[src/design/shunt_current_average_ema_assert.svh]
// Assertion macros for the shunt current sense block.
// Included by the top level; needs nothing else.
`ifndef SHUNT_CURRENT_AVERAGE_EMA_ASSERT_SVH
`define SHUNT_CURRENT_AVERAGE_EMA_ASSERT_SVH

// Same-cycle implication, checked at every rising clock edge out of reset.
`define SCAE_ASSERT_IMP(label, clk, rst_n, ante, cons) \
    label: assert property (@(posedge clk) disable iff (!rst_n) (ante) |-> (cons)) \
        else $error("shunt current sense: same-cycle check failed");

// Next-cycle implication, checked at every rising clock edge out of reset.
`define SCAE_ASSERT_NXT(label, clk, rst_n, ante, cons) \
    label: assert property (@(posedge clk) disable iff (!rst_n) (ante) |=> (cons)) \
        else $error("shunt current sense: next-cycle check failed");

`endif

[src/design/scae_pkg.sv]
// Shared widths, constants and handshake structs for the shunt current sense block.
// No dependencies; imported by the divider and the top level.
package scae_pkg;

    localparam int SAMPLE_W   = 12;
    localparam int SUM_W      = 20;
    localparam int AVG_W      = 20;
    localparam int DIFF_W     = 21;
    localparam int MUL_B_W    = 28;
    localparam int PROD_W     = DIFF_W + MUL_B_W;
    localparam int DIVIDEND_W = 28;
    localparam int DIVISOR_W  = 16;
    localparam int COUNT_W    = 5;
    localparam int FILT_W     = 25;
    localparam int CURRENT_W  = 16;
    localparam int CFG_IDX_W  = 8;
    localparam int CFG_DATA_W = 16;

    localparam int SCALE_NUM   = 151;
    localparam int SCALE_DEN   = 100;
    localparam int SCALE_SHIFT = 27;
    // Rounded-up fixed-point gain: (a * SCALE_RECIP) >> SCALE_SHIFT equals
    // a * 151 / 100 rounded down for every average below 2^20.
    localparam logic [MUL_B_W-1:0] SCALE_RECIP =
        MUL_B_W'(((64'(SCALE_NUM) << SCALE_SHIFT) + 64'(SCALE_DEN) - 64'd1)
                 / 64'(SCALE_DEN));
    localparam logic [MUL_B_W-1:0] MV_NUM    = 28'd3300;
    localparam int                 MV_SHIFT  = 12;
    localparam int                 EMA_SHIFT = 3;

    localparam logic [CFG_IDX_W-1:0] REG_SHUNT_COUNT      = 8'd0;
    localparam logic [CFG_IDX_W-1:0] REG_SHUNT_RESISTANCE = 8'd1;

    typedef struct packed {
        logic                  start;
        logic [DIVIDEND_W-1:0] dividend;
        logic [DIVISOR_W-1:0]  divisor;
    } t_div_req;

    typedef struct packed {
        logic                  busy;
        logic                  done;
        logic [DIVIDEND_W-1:0] quotient;
    } t_div_rsp;

endpackage

[src/design/scae_div.sv]
// Restoring unsigned divider, one quotient bit per cycle.
// Depends on scae_pkg for widths and the request/response structs.
module scae_div (
    input  logic               i_clk,
    input  logic               i_rst_n,
    input  scae_pkg::t_div_req i_req,
    output scae_pkg::t_div_rsp o_rsp
);
    import scae_pkg::*;

    localparam int CNT_W = $clog2(DIVIDEND_W + 1);

    logic [DIVIDEND_W-1:0] r_work;
    logic [DIVISOR_W-1:0]  r_rem;
    logic [DIVISOR_W-1:0]  r_divisor;
    logic [CNT_W-1:0]      r_cnt;
    logic                  r_busy;
    logic                  r_done;

    logic [DIVISOR_W:0]    trial;
    logic                  q_bit;
    logic [DIVISOR_W-1:0]  n_rem;

    // Bring down the next dividend bit and try the subtraction.
    always_comb begin
        trial = {r_rem, r_work[DIVIDEND_W-1]} - {1'b0, r_divisor};
        q_bit = ~trial[DIVISOR_W] | r_rem[DIVISOR_W-1];
        if (q_bit) begin
            n_rem = trial[DIVISOR_W-1:0];
        end else begin
            n_rem = {r_rem[DIVISOR_W-2:0], r_work[DIVIDEND_W-1]};
        end
    end

    always_ff @(posedge i_clk) begin
        if (!i_rst_n) begin
            r_busy <= 1'b0;
            r_done <= 1'b0;
            r_cnt  <= '0;
        end else begin
            r_done <= 1'b0;
            if (i_req.start && !r_busy) begin
                r_busy    <= 1'b1;
                r_cnt     <= CNT_W'(DIVIDEND_W);
                r_work    <= i_req.dividend;
                r_rem     <= '0;
                r_divisor <= i_req.divisor;
            end else if (r_busy) begin
                r_work <= {r_work[DIVIDEND_W-2:0], q_bit};
                r_rem  <= n_rem;
                r_cnt  <= r_cnt - 1'b1;
                if (r_cnt == CNT_W'(1)) begin
                    r_busy <= 1'b0;
                    r_done <= 1'b1;
                end
            end
        end
    end

    assign o_rsp.busy     = r_busy;
    assign o_rsp.done     = r_done;
    assign o_rsp.quotient = r_work;

endmodule

[src/design/shunt_current_average_ema.sv]
// Sequencing: a sample tick only updates the sums and the tick counter; a compute tick
// steps through ST_MUL_SCALE, ST_DIFF, ST_MUL_MV, ST_MUL_CNT, ST_DIV_RES, ST_WAIT_RES and ST_OUT.
// Throughput: one transaction per cycle while accumulating; after a compute tick the
// input stalls until the sequencer is back in ST_ACC, and a compute tick waits for the output register to drain.
// Reset (synchronous, active low) clears the sums, tick counter, filter and output valid;
// shunt_count and shunt_resistance come up as 1.
module shunt_current_average_ema #(
    parameter int SAMPLES_PER_BLOCK = 16,
    parameter int AVERAGE_SHIFT     = 4
) (
    input  logic                            i_clk,
    input  logic                            i_rst_n,
    // Input stream; tdata from bit 0 up: amp_sample[11:0], ref_sample[23:12].
    input  logic                            s_axis_tvalid,
    output logic                            s_axis_tready,
    input  logic [23:0]                     s_axis_tdata,
    // Output stream; tdata from bit 0 up: discharge_current[15:0], charge_current[31:16].
    output logic                            m_axis_tvalid,
    input  logic                            m_axis_tready,
    output logic [31:0]                     m_axis_tdata,
    // Configuration write channel.
    input  logic                            i_cfg_valid,
    output logic                            o_cfg_ready,
    input  logic [scae_pkg::CFG_IDX_W-1:0]  i_cfg_index,
    input  logic [scae_pkg::CFG_DATA_W-1:0] i_cfg_data
);
    import scae_pkg::*;

`include "shunt_current_average_ema_assert.svh"

    // The tick counter must hold SAMPLES_PER_BLOCK itself: that value marks the
    // compute tick.
    localparam int TICK_W = $clog2(SAMPLES_PER_BLOCK + 1);

    // Sequencer. ST_ACC is the only state that takes input transactions; the other
    // states step through the shared multiplier, the comparison and the divider.
    typedef enum logic [3:0] {
        ST_ACC,
        ST_MUL_SCALE,
        ST_DIFF,
        ST_MUL_MV,
        ST_MUL_CNT,
        ST_DIV_RES,
        ST_WAIT_RES,
        ST_OUT
    } t_state;

    t_state                r_state;
    t_state                n_state;

    logic [TICK_W-1:0]     r_tick;
    logic [SUM_W-1:0]      r_amp_sum;
    logic [SUM_W-1:0]      r_ref_sum;
    logic [AVG_W-1:0]      r_amp_avg;
    logic [AVG_W-1:0]      r_ref_avg;
    logic [PROD_W-1:0]     r_prod;
    logic [DIFF_W-1:0]     r_diff;
    logic                  r_disch;
    logic [FILT_W-1:0]     r_filter;
    logic                  r_out_valid;
    logic [31:0]           r_out_data;
    logic [COUNT_W-1:0]    r_shunt_count;
    logic [DIVISOR_W-1:0]  r_shunt_res;

    logic [SAMPLE_W-1:0]   amp_sample;
    logic [SAMPLE_W-1:0]   ref_sample;
    logic                  in_fire;
    logic                  compute_tick;
    logic                  cfg_fire;

    logic [DIFF_W-1:0]     mul_a;
    logic [MUL_B_W-1:0]    mul_b;
    logic [PROD_W-1:0]     mul_p;

    t_div_req              div_req;
    t_div_rsp              div_rsp;

    logic [DIFF_W-1:0]     amp_scaled;
    logic                  disch;
    logic [DIFF_W-1:0]     diff;
    logic [FILT_W-1:0]     ema_in;
    logic signed [FILT_W:0] ema_delta;
    logic signed [FILT_W:0] ema_sum;
    logic [CURRENT_W-1:0]  current_sat;

    assign amp_sample   = s_axis_tdata[SAMPLE_W-1:0];
    assign ref_sample   = s_axis_tdata[2*SAMPLE_W-1:SAMPLE_W];
    assign compute_tick = (r_tick == TICK_W'(SAMPLES_PER_BLOCK));

    // A plain sample tick only touches the sums, so it is taken even while a
    // result waits downstream. A compute tick needs the output register free.
    assign s_axis_tready = (r_state == ST_ACC) && (!compute_tick || !r_out_valid);
    assign in_fire       = s_axis_tvalid && s_axis_tready;

    assign o_cfg_ready = 1'b1;
    assign cfg_fire    = i_cfg_valid && o_cfg_ready;

    // Shared multiplier. Its operands follow the sequencer state and the product
    // is always registered into r_prod before anything else uses it. The gain of
    // 151/100 is applied as a multiplication by its fixed-point value, SCALE_RECIP.
    always_comb begin
        case (r_state)
            ST_MUL_SCALE: begin
                mul_a = DIFF_W'(r_amp_avg);
                mul_b = SCALE_RECIP;
            end
            ST_MUL_MV: begin
                mul_a = r_diff;
                mul_b = MV_NUM;
            end
            ST_MUL_CNT: begin
                mul_a = r_prod[MV_SHIFT +: DIFF_W];
                mul_b = MUL_B_W'(r_shunt_count);
            end
            default: begin
                mul_a = '0;
                mul_b = '0;
            end
        endcase
        mul_p = PROD_W'(mul_a) * PROD_W'(mul_b);
    end

    // Divider, by the sense resistance. A resistance of zero divides as one.
    always_comb begin
        div_req.start    = (r_state == ST_DIV_RES);
        div_req.dividend = r_prod[DIVIDEND_W-1:0];
        if (r_shunt_res == '0) begin
            div_req.divisor = DIVISOR_W'(1);
        end else begin
            div_req.divisor = r_shunt_res;
        end
    end

    scae_div u_div (
        .i_clk   (i_clk),
        .i_rst_n (i_rst_n),
        .i_req   (div_req),
        .o_rsp   (div_rsp)
    );

    // Direction and magnitude once the scaled amplifier average is known.
    // Equal averages count as charging.
    always_comb begin
        amp_scaled = r_prod[SCALE_SHIFT +: DIFF_W];
        disch      = DIFF_W'(r_ref_avg) > amp_scaled;
        if (disch) begin
            diff = DIFF_W'(r_ref_avg) - amp_scaled;
        end else begin
            diff = amp_scaled - DIFF_W'(r_ref_avg);
        end
    end

    // Exponential filter, weight 1/8. The arithmetic shift of the signed
    // difference rounds toward minus infinity, as the filter requires. The
    // filter only moves toward its input, so it never goes negative.
    always_comb begin
        ema_in    = div_rsp.quotient[FILT_W:1];
        ema_delta = $signed({1'b0, ema_in}) - $signed({1'b0, r_filter});
        ema_sum   = $signed({1'b0, r_filter}) + (ema_delta >>> EMA_SHIFT);
    end

    // The output field saturates; the filter state keeps its full width.
    assign current_sat = (|r_filter[FILT_W-1:CURRENT_W]) ? {CURRENT_W{1'b1}}
                                                         : r_filter[CURRENT_W-1:0];

    always_comb begin
        n_state = r_state;
        case (r_state)
            ST_ACC: begin
                if (in_fire && compute_tick) begin
                    n_state = ST_MUL_SCALE;
                end
            end
            ST_MUL_SCALE:  n_state = ST_DIFF;
            ST_DIFF:       n_state = ST_MUL_MV;
            ST_MUL_MV:     n_state = ST_MUL_CNT;
            ST_MUL_CNT:    n_state = ST_DIV_RES;
            ST_DIV_RES:    n_state = ST_WAIT_RES;
            ST_WAIT_RES: begin
                if (div_rsp.done) begin
                    n_state = ST_OUT;
                end
            end
            ST_OUT:        n_state = ST_ACC;
            default:       n_state = ST_ACC;
        endcase
    end

    always_ff @(posedge i_clk) begin
        if (!i_rst_n) begin
            r_state       <= ST_ACC;
            r_tick        <= '0;
            r_amp_sum     <= '0;
            r_ref_sum     <= '0;
            r_filter      <= '0;
            r_out_valid   <= 1'b0;
            r_shunt_count <= COUNT_W'(1);
            r_shunt_res   <= DIVISOR_W'(1);
        end else begin
            r_state <= n_state;

            if (cfg_fire) begin
                if (i_cfg_index == REG_SHUNT_COUNT) begin
                    r_shunt_count <= i_cfg_data[COUNT_W-1:0];
                end else if (i_cfg_index == REG_SHUNT_RESISTANCE) begin
                    r_shunt_res <= i_cfg_data[DIVISOR_W-1:0];
                end
            end

            // Accumulate, or on the compute tick drop the samples, capture the
            // averages and restart the block.
            if (in_fire) begin
                if (compute_tick) begin
                    r_amp_avg <= AVG_W'(r_amp_sum >> AVERAGE_SHIFT);
                    r_ref_avg <= AVG_W'(r_ref_sum >> AVERAGE_SHIFT);
                    r_tick    <= '0;
                    r_amp_sum <= '0;
                    r_ref_sum <= '0;
                end else begin
                    r_tick    <= r_tick + 1'b1;
                    r_amp_sum <= r_amp_sum + SUM_W'(amp_sample);
                    r_ref_sum <= r_ref_sum + SUM_W'(ref_sample);
                end
            end

            if (r_state == ST_MUL_SCALE || r_state == ST_MUL_MV ||
                r_state == ST_MUL_CNT) begin
                r_prod <= mul_p;
            end

            if (r_state == ST_DIFF) begin
                r_diff  <= diff;
                r_disch <= disch;
            end

            if (r_state == ST_WAIT_RES && div_rsp.done) begin
                r_filter <= ema_sum[FILT_W-1:0];
            end

            if (m_axis_tvalid && m_axis_tready) begin
                r_out_valid <= 1'b0;
            end
            if (r_state == ST_OUT) begin
                r_out_valid <= 1'b1;
                if (r_disch) begin
                    r_out_data <= {{CURRENT_W{1'b0}}, current_sat};
                end else begin
                    r_out_data <= {current_sat, {CURRENT_W{1'b0}}};
                end
            end
        end
    end

    assign m_axis_tvalid = r_out_valid;
    assign m_axis_tdata  = r_out_data;

    // Input is only taken while the sequencer is idle.
    `SCAE_ASSERT_IMP(a_ready_only_idle, i_clk, i_rst_n, r_state != ST_ACC, !s_axis_tready)
    // A compute tick never lands on an occupied output register.
    `SCAE_ASSERT_IMP(a_out_free, i_clk, i_rst_n, in_fire && compute_tick, !r_out_valid)
    // The divider only finishes while the sequencer waits for it.
    `SCAE_ASSERT_IMP(a_div_done_wait, i_clk, i_rst_n, div_rsp.done, r_state == ST_WAIT_RES)
    // Only one of the two current fields is ever nonzero.
    `SCAE_ASSERT_IMP(a_one_direction, i_clk, i_rst_n, m_axis_tvalid,
        m_axis_tdata[15:0] == 16'd0 || m_axis_tdata[31:16] == 16'd0)
    // Each divider start leads to a busy divider on the next cycle.
    `SCAE_ASSERT_NXT(a_div_starts, i_clk, i_rst_n, div_req.start, div_rsp.busy)

endmodule
[config.mk]
export PLATFORM = sky130hd
export DESIGN_NAME = shunt_current_average_ema
export DESIGN_NICKNAME = d
export VERILOG_FILES = /design/src/design/scae_pkg.sv /design/src/design/scae_div.sv /design/src/design/shunt_current_average_ema.sv
export VERILOG_INCLUDE_DIRS = /design/src /design/src/design
export SDC_FILE = /design/constraint.sdc
export NUM_CORES = 1
export LEC_CHECK = 0
export BUFFER_PORTS_ARGS = -buffer_cell sky130_fd_sc_hd__buf_4
export CAP_MARGIN = 10
export CORE_MARGIN = 2
export CORE_UTILIZATION = 55
export CTS_BUF_LIST = sky130_fd_sc_hd__clkbuf_8
export DETAILED_ROUTE_END_ITERATION = 6
export PLACE_DENSITY = 0.75
export SKIP_CTS_REPAIR_TIMING = 1
export SLEW_MARGIN = 20
export SYNTH_ARGS = -nofsm -noshare
export SYNTH_HDL_FRONTEND = slang
export SYNTH_HIERARCHICAL = 1
export SYNTH_SLANG_ARGS = --single-unit
[constraint.sdc]
create_clock -name i_clk -period 7.5 [get_ports i_clk]
set_input_delay 1.125 -clock i_clk [delete_from_list [all_inputs] [get_ports i_clk]]
set_output_delay 1.125 -clock i_clk [all_outputs]
set_load 0.01 [all_outputs]
==> impl_summary.txt <==
----------------------------------------------------
[Setup path]
  Nature of the critical path endpoint ... flop
  Delay of the slowest cell on the worst path ... roughly 0.57 ns
  Flop2flop setup slack ... roughly 0.21 ns
  Standard cell with the maximum stage delay on the critical path ... fa_1
  Destination of the worst register-to-register timing path ... r_prod[44]$_DFFE_PP_
  Critical Path AT ... around 7.7 ns
  Origin of the critical flop-to-flop path ... r_state[2]$_SDFFE_PN0P_
  Worst path required time ... about 7.9 ns
  Worst-path fanout max ... 17
  Worst setup path category ... flop to flop
  Worst R2R Path Depth ... 29
  Worst setup path endpoint ... r_prod[44]$_DFFE_PP_
  Cell repeated most along the worst path ... fa_1
  Timing startpoint of the critical path ... r_state[2]$_SDFFE_PN0P_
  Critical path launch point type ... flop

[Global routing]
  Wire length of the first global-routing pass ... roughly 120 mm
  Antenna violations before repair ... 0
  Via count of the first global-routing pass ... 23.4k
  Total grt overflow ... 0
  Pin count of the biggest net entering global routing ... 67
  Combined global-route utilization of all metal layers ... 27.3%

[Floorplanning]
  Cell row count ... between 80 and 90
  Die Width ... around 240 um
  Number of placed I/O pins ... about 90
  Die height ... 235 um
  Starting density of the core ... between 50 and 60%
  Die footprint ... 55300 sq um
  Placeable core area ... approximately 53000 sq um

[Flow run]
  Number of max-cap violations ... 0

[Synth]
  Yosys Warn Count ... 6
  Cell count after synthesis ... just over 3k
  Synthesized area divided by synthesized cell count ... 9.55 sq um
  Cell area after synthesis ... between 20000 and 30000 sq um

[Final layout]
  Antenna diode count ... 0
  Share of post-route cells with drive strength above 1 ... 10.8%
  Layout overhead on the synthesized area ... 11.1%
  Number of nets in the finished design ... around 4.0k
  Final instance count without filler cells ... 3978

[Timing]
  Final worst-path cycle share ... between 90 and 100%
  Fin. Hold Viols ... 0
  Worst slew margin relative to its limit ... 31.2%
  Final Slew Violations ... 0
  Min setup slack post-route ... between 0.2 and 0.25 ns
  Clock period minus final worst setup slack ... roughly 7.3 ns
  Maximum clock rate ... between 100 and 150 MHz
  Fin Clk Skew ... 0.0527 ns
  Actual transition at the worst max-transition pin ... slightly above 1 ns
  Final Setup Violations ... 0

[Hold path]
  Beginning of the worst hold path ... r_ref_sum[19]$_SDFFE_PN0P_
  Tightest Hold Check Type ... flop to flop

[Power]
  Worst ir drop on vdd ... 0.125 mV
  Reported leakage power ... between 15 and 20 nW
  Overall power ... around 3.8 mW
  Power Dens Cells ... between 100 and 150 nW/um^2

[Placement]
  Detail Placement HPWL ... roughly 61 mm
  Count of buffers inserted at the top-level ports ... 86
  Post-placement setup slack ... -0.0390 ns
  Number of placed cells counting well taps ... 3878
  Final estimated routing congestion in global placement ... 0.999

[Detailed routing]
  Wirelength per Cell ... between 15 and 20 um
  Violation count after the first detailed-routing iteration ... about 1.3k
  Number of vias per cell ... between 5 and 6
  DRC violations left ... 0
  First drt pass iteration count ... 6
  Number of vias after detailed routing ... approximately 22k
  DRT antenna net count ... 0
  Total detailed-routing wirelength ... approximately 75 mm

[CTS]
  Sinks on Clock Net ... between 200 and 300
  CTS H-tree depth ... 2
  Clock tree from TritonCTS ... done
  Largest buffer count on any clock path ... 3
  Reg clk slew, reported paths ... 0.06 ns
  Clock buffers created by TritonCTS ... just under 50
  Clock latency reported for the late side of the worst-skew pair ... 0.65 ns
  Library cell used as clock root buffer ... clkbuf_8

[Status]
  Status ... complete, no violations

----------------------------------------------------
## layer usage
layer  up-vias  global-route usage (%)  part of all wire [%]
li1      10572                       -                     -
met1     11000                    33.5                    40
met2       617                    47.7                    50
met3       183                    3.59                   4.5
met4         0                    12.8                   4.8
met5         -                       0                     0
## how the worst min path moves through the flow
stage	to	cells after the start
2_1_floorplan	r_amp_avg[15]$_DFFE_PP_	0
3_3_place_gp	r_ref_avg[15]$_DFFE_PP_	0
3_5_place_dp	r_ref_avg[15]$_DFFE_PP_	0
4_1_cts	r_ref_avg[15]$_DFFE_PP_	0
5_1_grt	r_ref_avg[15]$_DFFE_PP_	0
6_report	r_ref_avg[15]$_DFFE_PP_	0
## cells in the final DEF (no fill, tap or decap), drive strengths merged, types with 38 or more instances in the layout
| master | count |
|---|---|
| nand2 | 308 |
| xor2 | 44 |
| nand3 | 62 |
| nor3 | 41 |
| dfxtp | 102 |
| buf | 185 |
| o21ai | 85 |
| a21o | 56 |
| a21oi | 165 |
| nor2b | 73 |
| conb | 40 |
| xnor2 | 87 |
| ha | 364 |
| edfxtp | 194 |
| inv | 527 |
| fa | 288 |
| clkbuf | 56 |
| nor2 | 172 |
| and3 | 38 |
## final cells by class
type,count,area [sq um]
Timing Repair Buffer,185,1460
Clock inverter,36,248
Tap cell,688,861
Fill cell,4444,20100
Multi-Input combinational cell,2212,19600
Sequential cell,296,7870
Clock buffer,56,771
Inverter,505,1900
## power by group
group,internal (mW),switching [mW],leakage [nW]
clock,0.793,0.703,0.601
sequential,1.75,0.0174,2.65
combinational,0.228,0.305,12.8
total,2.77,1.03,16.1
## worst max-delay path: cells and delay by family, from the launching register on
family | cells | cell delay, ns
fa+ha+maj | 8 | 3.72
flops | 1 | 0.35
xor+xnor | 1 | 0.16
compound gates | 7 | 1.08
buf+inv | 9 | 1.05
simple gates | 4 | 0.69
## stage by stage
| step | instance area, sq um | hold slack (ns) | util [%] | TNS (ns) |
|---|---|---|---|---|
| 2_1_floorplan | 29600 | 0.417 | - | 0 |
| 3_3_place_gp | 31400 | 0.431 | 59.5 | 0 |
| 3_5_place_dp | 31400 | 0.435 | 59.5 | -0.0417 |
| 4_1_cts | 32400 | 0.449 | 61.4 | -0.138 |
| 5_1_grt | 32700 | 0.475 | 61.9 | -0.0945 |
| 6_report | 32700 | 0.450 | 61.9 | 0 |
## flip-flops by register name (all words and copies together) (netlist names), 20 cells and up
signal	count
r_ref_sum	20
m_axis_tdata	32
r_amp_sum	20
u_div/r_work	28
r_prod	48
r_diff	21
r_filter	25
Power figures use the tool's default switching activity.
